===== src/uart_transmitter_with_fifo_core_macros.svh =====
// Assertion macros shared by the UART transmitter RTL.
// Assumes the including module has clk and arst_n in scope.
`ifndef UART_TRANSMITTER_WITH_FIFO_CORE_MACROS_SVH
`define UART_TRANSMITTER_WITH_FIFO_CORE_MACROS_SVH
`ifndef SYNTH
`define UTX_ASSERT(lbl, prop, msg) \
	lbl: assert property (@(posedge clk) disable iff (!arst_n) prop) else $error(msg);
`define UTX_ASSERT_NEVER(lbl, cond, msg) \
	lbl: assert property (@(posedge clk) disable iff (!arst_n) !(cond)) else $error(msg);
`else
`define UTX_ASSERT(lbl, prop, msg)
`define UTX_ASSERT_NEVER(lbl, cond, msg)
`endif
`endif


===== src/uarttx_pkg.sv =====
// Types, constants and helper functions for the UART transmitter.
// No dependencies; used by every module of the block.
package uarttx_pkg;

	localparam int FIFO_DEPTH = 16;
	localparam int IDX_W      = $clog2(FIFO_DEPTH);
	localparam int PTR_MOD    = 2 * FIFO_DEPTH;
	localparam int PTR_W      = $clog2(PTR_MOD);

	localparam logic [9:0] SHIFT_IDLE = 10'h3FF;
	localparam logic [3:0] END_PARITY = 4'hA;
	localparam logic [3:0] END_PLAIN  = 4'h9;

	typedef enum logic [1:0] {
		CFG_ENABLE        = 2'd0,
		CFG_PARITY_FRAME  = 2'd1,
		CFG_PARITY_INVERT = 2'd2,
		CFG_LEVEL_SELECT  = 2'd3
	} cfg_index_t;

	typedef enum logic [1:0] {
		LVL_EMPTY = 2'd0,
		LVL_TWO   = 2'd1,
		LVL_FOUR  = 2'd2,
		LVL_EIGHT = 2'd3
	} level_sel_t;

	typedef struct packed {
		logic       baud_tick;
		logic       write_valid;
		logic [7:0] write_data;
	} in_item_t;

	typedef struct packed {
		logic       tx_line;
		logic       busy_res;
		logic       not_full;
		logic       level_reached;
		logic [4:0] queued_count;
	} out_item_t;

	function automatic logic [PTR_W-1:0] ptr_next(input logic [PTR_W-1:0] p);
		return (p == PTR_W'(PTR_MOD - 1)) ? '0 : p + PTR_W'(1);
	endfunction

	function automatic logic [IDX_W-1:0] ptr_index(input logic [PTR_W-1:0] p);
		logic [PTR_W-1:0] v;
		v = (p >= PTR_W'(FIFO_DEPTH)) ? p - PTR_W'(FIFO_DEPTH) : p;
		return v[IDX_W-1:0];
	endfunction

	function automatic logic [PTR_W-1:0] fill_level(input logic [PTR_W-1:0] w,
			input logic [PTR_W-1:0] r);
		logic [PTR_W:0] d;
		if (w >= r) begin
			d = {1'b0, w} - {1'b0, r};
		end else begin
			d = {1'b0, w} + (PTR_W+1)'(PTR_MOD) - {1'b0, r};
		end
		return d[PTR_W-1:0];
	endfunction

	function automatic logic level_hit(input level_sel_t sel, input logic [PTR_W-1:0] n);
		logic hit;
		unique case (sel)
			LVL_EMPTY: hit = (n == '0);
			LVL_TWO:   hit = (n <= PTR_W'(2));
			LVL_FOUR:  hit = (n <= PTR_W'(4));
			LVL_EIGHT: hit = (n <= PTR_W'(8));
			default:   hit = 1'b0;
		endcase
		return hit;
	endfunction

endpackage


===== src/uarttx_ram.sv =====
// Transmit byte store: one write port, one registered read port, write-first.
// Depends on uarttx_pkg for depth and index width.
module uarttx_ram
	import uarttx_pkg::*;
(
	input  logic             clk,
	input  logic             we,
	input  logic [IDX_W-1:0] waddr,
	input  logic [7:0]       wdata,
	input  logic             re,
	input  logic [IDX_W-1:0] raddr,
	output logic [7:0]       rdata
);

	logic [7:0] mem [FIFO_DEPTH];
	logic [7:0] rdata_q;

	always_ff @(posedge clk) begin
		if (we) begin
			mem[waddr] <= wdata;
		end
	end

	// same-entry write forwards so the head is valid the following cycle
	always_ff @(posedge clk) begin
		if (re) begin
			if (we && (waddr == raddr)) begin
				rdata_q <= wdata;
			end else begin
				rdata_q <= mem[raddr];
			end
		end
	end

	assign rdata = rdata_q;

endmodule


===== src/uarttx_skid.sv =====
// Output register with one skid entry for the result channel.
// Depends on uarttx_pkg for the result struct.
`include "uart_transmitter_with_fifo_core_macros.svh"
module uarttx_skid
	import uarttx_pkg::*;
(
	input  logic      clk,
	input  logic      arst_n,
	input  logic      push,
	input  out_item_t push_data,
	output logic      room,
	output logic      out_valid,
	input  logic      out_ready,
	output out_item_t out_data
);

	logic      out_v_q;
	logic      skid_v_q;
	out_item_t out_q;
	out_item_t skid_q;

	always_ff @(posedge clk or negedge arst_n) begin
		if (!arst_n) begin
			out_v_q  <= 1'b0;
			skid_v_q <= 1'b0;
		end else if (!out_v_q || out_ready) begin
			if (skid_v_q) begin
				out_v_q  <= 1'b1;
				skid_v_q <= 1'b0;
			end else begin
				out_v_q <= push;
			end
		end else if (push) begin
			skid_v_q <= 1'b1;
		end
	end

	always_ff @(posedge clk) begin
		if (!out_v_q || out_ready) begin
			out_q <= skid_v_q ? skid_q : push_data;
		end else if (push) begin
			skid_q <= push_data;
		end
	end

	assign room      = !skid_v_q;
	assign out_valid = out_v_q;
	assign out_data  = out_q;

	`UTX_ASSERT_NEVER(a_skid_alone, skid_v_q && !out_v_q, "skid holds data with output empty")
	`UTX_ASSERT(a_skid_no_push, skid_v_q |-> !push, "transfer accepted while skid full")
	`UTX_ASSERT(a_skid_drains, out_v_q && out_ready && skid_v_q |=> out_v_q && !skid_v_q,
		"skid entry did not move to output")

endmodule


===== src/uart_transmitter_with_fifo_core.sv =====
// UART transmitter with transmit FIFO; byte store in uarttx_ram, results via uarttx_skid.
// Depends on uarttx_pkg and the assertion macro header.
//
//  channel  | handshake                   | payload
//  ---------+-----------------------------+---------------------------
//  item     | item_valid / item_ready     | item   (in_item_t)
//  result   | result_valid / result_ready | result (out_item_t)
//  config   | cfg_we                      | cfg_index, cfg_data
//
// One item per cycle while item_ready is high, handled in the cycle it is transferred.
// The FIFO head comes from the store's registered read port, addressed with the
// next read pointer and forwarded from a same-cycle write.
// A result stalled at the output goes to a skid entry; item_ready drops only
// while that entry is full. Reset clears pointers, framer and config.
`include "uart_transmitter_with_fifo_core_macros.svh"
module uart_transmitter_with_fifo_core
	import uarttx_pkg::*;
(
	input  logic       clk,
	input  logic       arst_n,
	input  logic       item_valid,
	output logic       item_ready,
	input  in_item_t   item,
	output logic       result_valid,
	input  logic       result_ready,
	output out_item_t  result,
	input  logic       cfg_we,
	input  cfg_index_t cfg_index,
	input  logic [1:0] cfg_data
);

	logic       enable_q;
	logic       parity_frame_q;
	logic       parity_invert_q;
	level_sel_t level_select_q;

	logic [PTR_W-1:0] rptr_q, wptr_q;
	logic [9:0]       shifter_q;
	logic [3:0]       cnt_q;
	logic             sending_q;

	logic [PTR_W-1:0] nxt_rptr, nxt_wptr, nxt_fill, fill;
	logic [9:0]       nxt_shifter;
	logic [3:0]       nxt_cnt;
	logic             nxt_sending;
	logic [7:0]       head;
	logic             acc, wr, load, shift, done, ninth, lvl;
	out_item_t        res;

	assign acc = item_valid && item_ready;

	always_ff @(posedge clk or negedge arst_n) begin
		if (!arst_n) begin
			enable_q        <= 1'b0;
			parity_frame_q  <= 1'b0;
			parity_invert_q <= 1'b0;
			level_select_q  <= LVL_EMPTY;
		end else if (cfg_we) begin
			unique case (cfg_index)
				CFG_ENABLE:        enable_q        <= cfg_data[0];
				CFG_PARITY_FRAME:  parity_frame_q  <= cfg_data[0];
				CFG_PARITY_INVERT: parity_invert_q <= cfg_data[0];
				CFG_LEVEL_SELECT:  level_select_q  <= level_sel_t'(cfg_data);
				default: ;
			endcase
		end
	end

	always_comb begin
		fill  = fill_level(wptr_q, rptr_q);
		ninth = parity_frame_q ? ((^head) ^ parity_invert_q) : 1'b1;
		load  = item.baud_tick && (fill != '0) && !sending_q;
		shift = sending_q && item.baud_tick;
		done  = (cnt_q == (parity_frame_q ? END_PARITY : END_PLAIN));
		wr    = item.write_valid && (fill < PTR_W'(FIFO_DEPTH));
		if (!enable_q) begin
			nxt_rptr    = '0;
			nxt_wptr    = '0;
			nxt_shifter = SHIFT_IDLE;
			nxt_cnt     = '0;
			nxt_sending = 1'b0;
		end else begin
			nxt_rptr = load ? ptr_next(rptr_q) : rptr_q;
			nxt_wptr = wr ? ptr_next(wptr_q) : wptr_q;
			if (load) begin
				nxt_shifter = {ninth, head, 1'b0};
			end else if (shift) begin
				nxt_shifter = {1'b1, shifter_q[9:1]};
			end else begin
				nxt_shifter = shifter_q;
			end
			if (done) begin
				nxt_cnt = '0;
			end else if (shift) begin
				nxt_cnt = cnt_q + 4'd1;
			end else begin
				nxt_cnt = cnt_q;
			end
			if (load) begin
				nxt_sending = 1'b1;
			end else if (sending_q && done) begin
				nxt_sending = 1'b0;
			end else begin
				nxt_sending = sending_q;
			end
		end
		nxt_fill           = fill_level(nxt_wptr, nxt_rptr);
		lvl                = level_hit(level_select_q, nxt_fill);
		res.tx_line        = nxt_shifter[0];
		res.busy_res       = !(!nxt_sending && lvl);
		res.not_full       = (nxt_fill < PTR_W'(FIFO_DEPTH));
		res.level_reached  = lvl;
		res.queued_count   = nxt_fill[4:0];
	end

	always_ff @(posedge clk or negedge arst_n) begin
		if (!arst_n) begin
			rptr_q    <= '0;
			wptr_q    <= '0;
			shifter_q <= SHIFT_IDLE;
			cnt_q     <= '0;
			sending_q <= 1'b0;
		end else if (acc) begin
			rptr_q    <= nxt_rptr;
			wptr_q    <= nxt_wptr;
			shifter_q <= nxt_shifter;
			cnt_q     <= nxt_cnt;
			sending_q <= nxt_sending;
		end
	end

	uarttx_ram u_ram (
		.clk   (clk),
		.we    (acc && enable_q && wr),
		.waddr (ptr_index(wptr_q)),
		.wdata (item.write_data),
		.re    (acc),
		.raddr (ptr_index(nxt_rptr)),
		.rdata (head)
	);

	uarttx_skid u_skid (
		.clk       (clk),
		.arst_n    (arst_n),
		.push      (acc),
		.push_data (res),
		.room      (item_ready),
		.out_valid (result_valid),
		.out_ready (result_ready),
		.out_data  (result)
	);

	`UTX_ASSERT_NEVER(a_fill_range, fill > PTR_W'(FIFO_DEPTH), "FIFO fill above depth")
	`UTX_ASSERT(a_idle_count, !sending_q |-> cnt_q == '0, "bit counter nonzero while idle")
	`UTX_ASSERT(a_disable_flush, acc && !enable_q |=> rptr_q == '0 && wptr_q == '0,
		"pointers not flushed while disabled")
	`UTX_ASSERT(a_idle_line, acc && !enable_q |=> shifter_q == SHIFT_IDLE && !sending_q,
		"line not idle while disabled")

endmodule


===== config.mk =====
export PLATFORM = sky130hd
export DESIGN_NAME = uart_transmitter_with_fifo_core
export DESIGN_NICKNAME = d
export VERILOG_FILES = /design/src/uarttx_pkg.sv /design/src/uarttx_ram.sv /design/src/uarttx_skid.sv /design/src/uart_transmitter_with_fifo_core.sv
export VERILOG_INCLUDE_DIRS = /design/src /design/src/src
export SDC_FILE = /design/constraint.sdc
export NUM_CORES = 1
export LEC_CHECK = 0
export BUFFER_PORTS_ARGS = -buffer_cell sky130_fd_sc_hd__buf_4
export CORE_MARGIN = 4
export CORE_UTILIZATION = 29
export CTS_BUF_LIST = sky130_fd_sc_hd__clkbuf_8
export CTS_CLUSTER_DIAMETER = 150
export DETAILED_ROUTE_END_ITERATION = 8
export SETUP_SLACK_MARGIN = 0.4
export SLEW_MARGIN = 25
export SYNTH_ARGS = -nofsm -noshare
export SYNTH_HDL_FRONTEND = slang
export SYNTH_SLANG_ARGS = --single-unit
export TNS_END_PERCENT = 100

===== constraint.sdc =====
create_clock -name clk -period 9 [get_ports clk]
set_input_delay 0.9 -clock clk [delete_from_list [all_inputs] [get_ports clk]]
set_output_delay 0.9 -clock clk [all_outputs]
set_load 0.02 [all_outputs]

# After elaboration in Yosys (flattened, before gate mapping)
# Memories as Yosys holds them, arrays and structs flattened. A register that Yosys moved wholly into a read port is not among the register bits.
# Cells that the tools add are included.
dict set report classes {
  n_addsub 11
  order_cmp 9
  n_eq_ne 11
  mux 28
  bitwise_logic 2
  reduce_logical 28
}
# cell count
set ops {}
lappend ops {{5-bit 2-to-1 mux} 8}
lappend ops {{10-bit 2-to-1 mux} 3}
lappend ops {{5-bit by 1-bit adder with 5-bit output, second input constant} 4}
lappend ops {{4-bit 2-to-1 mux} 5}
lappend ops {{5-bit subtractor} 4}
lappend ops {{2-bit AND reduction} 7}
lappend ops {{5-bit equality test, second input constant} 2}
lappend ops {{5-bit greater-or-equal comparator} 2}
lappend ops {{5-bit greater-or-equal comparator, second input constant} 2}
lappend ops {{5-bit less-than comparator, second input constant} 2}
lappend ops {{1-bit logical AND} 9}
lappend ops {{1-bit 2-to-1 mux} 9}
lappend ops {{9-bit 2-to-1 mux} 1}
lappend ops {{2-bit equality test, second input constant} 4}
lappend ops {{8-bit parity} 1}
lappend ops {{4-bit by 1-bit subtractor with 4-bit output, second input constant} 2}
lappend ops {{3-bit by 1-bit != test with 1-bit output, second input constant} 2}
lappend ops {{5-bit by 2-bit less-or-equal comparator with 1-bit output, second input constant} 1}
lappend ops {{5-bit by 3-bit less-or-equal comparator with 1-bit output, second input constant} 1}
lappend ops {{5-bit by 4-bit less-or-equal comparator with 1-bit output, second input constant} 1}
lappend ops {{1-bit zero test} 5}
lappend ops {{5-bit zero test} 1}
lappend ops {{5-bit nonzero test} 1}
lappend ops {{4-bit by 1-bit adder with 4-bit output, second input constant} 1}
lappend ops {{9 further kinds} 11}
dict set report totals {
  ff_bits 50
  ram_bits 128
  input_bits 19
  out_inout_bits 11
  word_cells 112
  n_memories 1
}
# name depth width read_ports rd_ports_with_merged_regs write_ports line
set memory_table {}
lappend memory_table {u_ram.mem 16 8 1 1 1 uarttx_ram.sv:15} ;# logic [7:0] mem [FIFO_DEPTH];

# Longest topological paths before layout
dict set report logic_depth {
  depth_word 15
  depth_mapped 20
  depth_no_buf 20
}

# By module
# A second synthesis with hierarchy kept.
dict set report hier_totals {
  cells_unflattened 532
  area_unflattened_um2 8459.4
}
# module instances cells_per_inst area_per_inst_um2 seq_area_each_um2
set modules_own_cells {}
lappend modules_own_cells {uarttx_ram 1 242 5480.3 4083.9}
lappend modules_own_cells {uart_transmitter_with_fifo_core 1 253 2217.1 763.2}
lappend modules_own_cells {uarttx_skid 1 37 762.0 590.6}

# Least setup slack after synthesis
# OpenSTA, ideal clock, no wires.
dict set report synth_timing {
  path_type {register to register}
  start {register wptr_q[0]}
  end {register u_skid.out_q (netlist bit u_skid.out_data[7]), data pin}
  setup_time_ns 0.260
  t_arrival_ns 4.100
  required_time_ns 8.740
  setup_slack_ns 4.641
  stages_incl_launch_ff 19
  path_buffers 1
  period_less_slack_ns 4.359
  cell_sequence {dfrtp_1 inv_1 ha_1 fa_1 nand2b_1 a21oi_2 xnor2_2 a31oi_4 mux2i_4 buf_4 ha_1 fa_1 inv_1 a21o_1 a21oi_1 xor2_1 o211ai_1 a21o_1 mux2_2}
}
# element line
set synth_rtl {}
lappend synth_rtl {{from (decl)} uart_transmitter_with_fifo_core.sv:37} ;# logic [PTR_W-1:0] rptr_q, wptr_q;
lappend synth_rtl {{from (signal assigned)} uart_transmitter_with_fifo_core.sv:125} ;# wptr_q <= nxt_wptr;
lappend synth_rtl {{to (signal assigned)} uarttx_skid.sv:40} ;# out_q <= skid_v_q ? skid_q : push_data;
lappend synth_rtl {{to (decl)} uarttx_skid.sv:19} ;# out_item_t out_q;

# Worst setup path in the final report
dict set report layout_timing {
  start {register wptr_q[0]}
  end {register u_skid.out_q (netlist bit u_skid.out_data[5]), data pin}
}
dict set report layout_via {
  elab_chain_len 13
  word_cells_on_any_way 28
  classes_between {7 x add/sub; 6 x order compare; 1 x eq/ne; 9 x mux; 5 x reduce/logical}
}
# element line
set layout_lines {}
lappend layout_lines {{5-bit by 1-bit adder with 5-bit output} uarttx_pkg.sv:58} ;# d = {1'b0, w} + (PTR_W+1)'(PTR_MOD) - {1'b0, r};
lappend layout_lines {{5-bit subtractor} uarttx_pkg.sv:58}
lappend layout_lines {{5-bit 2-to-1 mux} uarttx_pkg.sv:55} ;# if (w >= r) begin
lappend layout_lines {{5-bit less-than comparator / 5-bit nonzero test (equally long branches)} {uart_transmitter_with_fifo_core.sv:75, uart_transmitter_with_fifo_core.sv:72}}
lappend layout_lines {{1-bit logical AND (on tied branches)} {uart_transmitter_with_fifo_core.sv:75, uart_transmitter_with_fifo_core.sv:72}}
lappend layout_lines {{5-bit 2-to-1 mux / 1-bit logical AND (equally long branches)} {uart_transmitter_with_fifo_core.sv:84, uart_transmitter_with_fifo_core.sv:72}}
lappend layout_lines {{5-bit 2-to-1 mux (on tied branches)} {uart_transmitter_with_fifo_core.sv:76, uart_transmitter_with_fifo_core.sv:83}}
lappend layout_lines {{5-bit by 1-bit adder with 5-bit output / 5-bit 2-to-1 mux (equally long branches)} {uarttx_pkg.sv:58, uart_transmitter_with_fifo_core.sv:76}}
lappend layout_lines {{5-bit subtractor, or another cell as far along} uarttx_pkg.sv:58}
lappend layout_lines {{5-bit 2-to-1 mux *} uarttx_pkg.sv:55}
lappend layout_lines {{via nxt_fill[3]} uart_transmitter_with_fifo_core.sv:42} ;# logic [PTR_W-1:0] nxt_rptr, nxt_wptr, nxt_fill, fill;
lappend layout_lines {{5-bit by 4-bit less-or-equal comparator with 1-bit output, or another cell as far along} uarttx_pkg.sv:69} ;# LVL_EIGHT: hit = (n <= PTR_W'(8));
lappend layout_lines {{1-bit case mux with 4 select lines *} uarttx_pkg.sv:65} ;# unique case (sel)
lappend layout_lines {{9-bit 2-to-1 mux *} uarttx_skid.sv:40}
# The timed path passes the listed nets; every way through them passes the cells marked *.
# A chain may end at the register's enable or synchronous reset.

==> reports/qor.csv <==
metric,value,unit
area_growth_syn_to_layout,11.56,%
cp_max_fo,10,
antenna_left,0,
globalRouteTotalUtil,11.33,%
drive_above_1_share,16.15,%
power.internal,1599,uW
drt_wl_total,18220,um
end_kind,register,
wire_per_inst,17.11,um
fin_hold_ws,0.3731,ns
syn_inst,636,
tritoncts.num_buffers,17,
ys_ff_latch,186,
rsz0062_at_grt,no,
cts_resized,0,
setup_ws,3.674,ns
cellLeakagePower,0.003356,uW
avgViaCountPerCell,4.804,
cts_root_buffer,clkbuf_8,
swShare,32.33,%
skew,0.01982,ns
yosysWarnings,0,
crit_path_max_incr_delay,0.48,ns
die_x,179.9,um
cts_setup_buffers,0,
dr.first_iter.drc_count,341,
fp.dieH,179.9,um
drv_slew,0,
min_path_type,in2async,
dominantRegCellSynth,edfxtp_1,
status,"complete, no violations",
powerDensity,247.1,mW/mm^2
core_area,0.02894,mm^2
maxCapViolations,0,
worstPathRequired,9.20,ns
path_cells,"inv_1, ha_1, fa_1, nand2b_1, a21oi_2, xnor2_2, a31o_1, o21ai_0, o41ai_1, and2_1, clkinv_1, ha_1, xnor2_1, nor2_1, maj3_1, o211ai_1, o21ai_0",
layout_commonest_cell,edfxtp_1,
yosysSeqAreaShare,63.45,%
maxSlewHeadroom,45.63,%
gp_congestion,0.8178,
fin_total_pwr,2362,uW
diodes,0,
vdd_ir_drop_max,121.5,uV
syn-mean-instance-area,13.47,um^2
r2r-start,wptr_q[0],
p_clk_share,23.8,%
grt_pass1_vias,5063,
dr.pass1.iters,5,
fillerInstances,2868,
h-tree-depth,4,
hold_viol,0,
timing.rr.end,u_skid.out_data[5],
tightestPinTransition,0.8126,ns
crit_type,reg2reg,
numPortBuffers,29,
grt-ovfl-total,0,
tns,0,ns
hpwlAfterDp,12020,um
critPathTopFamily,adder cells,
clk_pin_slew,0.10,ns
synth_area,0.008569,mm^2
synth_fp_nets,674,
max_freq,187.7,MHz
ctsHoldBuffers,0,
start_kind,register,
ios,30,
crit_slowest_cell,dfrtp_1,
num_rows,62,
layout_common_cells,"edfxtp_1, nand2_1, mux2i_1",
cts_tree,yes,
comb_power_share,30.2,%
grt_max_degree,36,
clk_path_buf_depth,2,
yosysUniqueCellTypes,64,
period_share,59.18,%
worstPathArrival,5.53,ns
vias,5116,
start_util,29.62,%
switchingPower,763.9,uW
cts.sinks,186,
drc,0,
dp_slack,3.739,ns
grt_pass1_wl,28910,um
period_needed,5.326,ns
insertion_delay,0.47,ns
seq_power_share,46.1,%
antenna_found_initial,0,
reg2reg_slack,3.67,ns
fin_nets,706,
async_flop_share,17.20,%
worstRegToRegCells,17,
setup_violations,0,
cp_num_buf_inv,2,
die-area,0.03236,mm^2
synth_edf_count,154,
==> power by group through the flow <==
stage,Clock [uW],Combinational [uW],Sequential (uW)
final,561,712,1090
after global routing,617,786,1100
after CTS,579,720,1090
after detailed placement,0,717,1110
after global placement,0,709,1110
after floorplan,0,551,1120
==> worst max path at each step <==
stage / startpoint / end / slack [ns] / depth (start not counted)
after floorplan: wptr_q[0] / u_skid.out_data[7] / 4.64 / 18
after CTS: wptr_q[0] / u_skid.out_data[5] / 3.70 / 17
after detailed placement: wptr_q[0] / u_skid.out_data[5] / 3.74 / 17
after global routing: wptr_q[0] / u_skid.out_data[5] / 3.25 / 17
after global placement: wptr_q[0] / u_skid.out_data[7] / 3.91 / 17
final: wptr_q[0] / u_skid.out_data[5] / 3.67 / 17
==> cell type report <==
| type | instances | area, um^2 | share of cell area [%] |
|---|---|---|---|
| clock buffer | 17 | 234.0 | 2.447 |
| clock inverter | 15 | 161.4 | 1.688 |
| inverter | 22 | 82.58 | 0.8638 |
| multi-input combinational | 404 | 2887 | 30.19 |
| sequential | 186 | 5438 | 56.88 |
| tap | 384 | 480.5 | 5.026 |
| timing repair buffer | 37 | 277.8 | 2.905 |
==> sequential cells by signal (all words and copies together), names as in the netlist <==
name	count
shifter_q	10
enable_q	1
u_skid.out_data	9
parity_frame_q	1
u_skid.skid_q	9
level_select_q	2
u_skid.out_valid	1
cnt_q	4
sending_q	1
parity_invert_q	1
u_ram.rdata	8
rptr_q	5
wptr_q	5
u_ram.mem	128
u_skid.skid_v_q	1
==> routing by layer <==
metal  GRT usage [%]  share of wire, %  up-vias
met1           16.17                48     2522
li1                -                 -     2436
met4           3.840               1.7        0
met5               0                 0        -
met3           2.466               5.4       20
met2           17.15                45      138
==> cell usage after synthesis (2+ instances only) <==
cell         n  area [um^2]
edfxtp_1   154         4624
nand2_1     78        292.8
mux2i_1     68        680.7
nor2_1      52        195.2
o21ai_0     23        115.1
dfrtp_1     22        550.5
inv_1       20        75.07
ha_1        17        212.7
o22ai_1     16        100.1
mux2_2      13        146.4
clkbuf_1    12        45.04
a31oi_1     11        68.82
xnor2_1     11        96.34
dfstp_2     10        262.8
a21oi_1      9        45.04
a41oi_1      9        78.83
o21ai_1      9        45.04
a2bb2oi_1    8        70.07
o211ai_2     8        100.1
nand2b_1     7        43.79
nand3_1      6        30.03
a21o_1       5        37.54
nor3_1       5        25.02
buf_4        4        30.03
buf_6        4        45.04
mux2_1       4        45.04
and2_1       3        18.77
and3_1       3        18.77
o31ai_1      3        22.52
xor2_1       3        26.28
buf_8        2        30.03
fa_1         2        40.04
mux2i_4      2        45.04
nand3b_1     2        15.01
nor3b_1      2        15.01
==> cells by family after synthesis <==
kind of cell / after synthesis / share of synthesized area, %
muxes: 88 / 10.86
and+or+nand+nor: 167 / 8.366
xor gates and xnor gates: 15 / 1.621
AOI/OAI and AO/OA: 114 / 9.768
adders and majority gates: 20 / 3.066
buffers and inverters: 46 / 2.862
DFF: 186 / 63.45
==> metrics by stage <==
step,cells,util (%),cell area [um^2]
global placement,1033,31.67,9165
finish,1065,33.04,9560
global route,1065,33.04,9560
floorplan,636,-,8569
detailed placement,1033,31.67,9165
CTS,1065,33.04,9560
==> worst register-to-register path, cell delays in order, from the launching register on <==
cell      delay [ns]
dfrtp_1         0.48
inv_1           0.15
ha_1            0.23
fa_1            0.38
nand2b_1        0.19
a21oi_2         0.17
xnor2_2         0.20
a31o_1          0.44
o21ai_0         0.16
o41ai_1         0.08
and2_1          0.47
clkinv_1        0.48
ha_1            0.45
xnor2_1         0.41
nor2_1          0.13
maj3_1          0.37
o211ai_1        0.15
o21ai_0         0.14
Power figures use the tool's default switching activity.
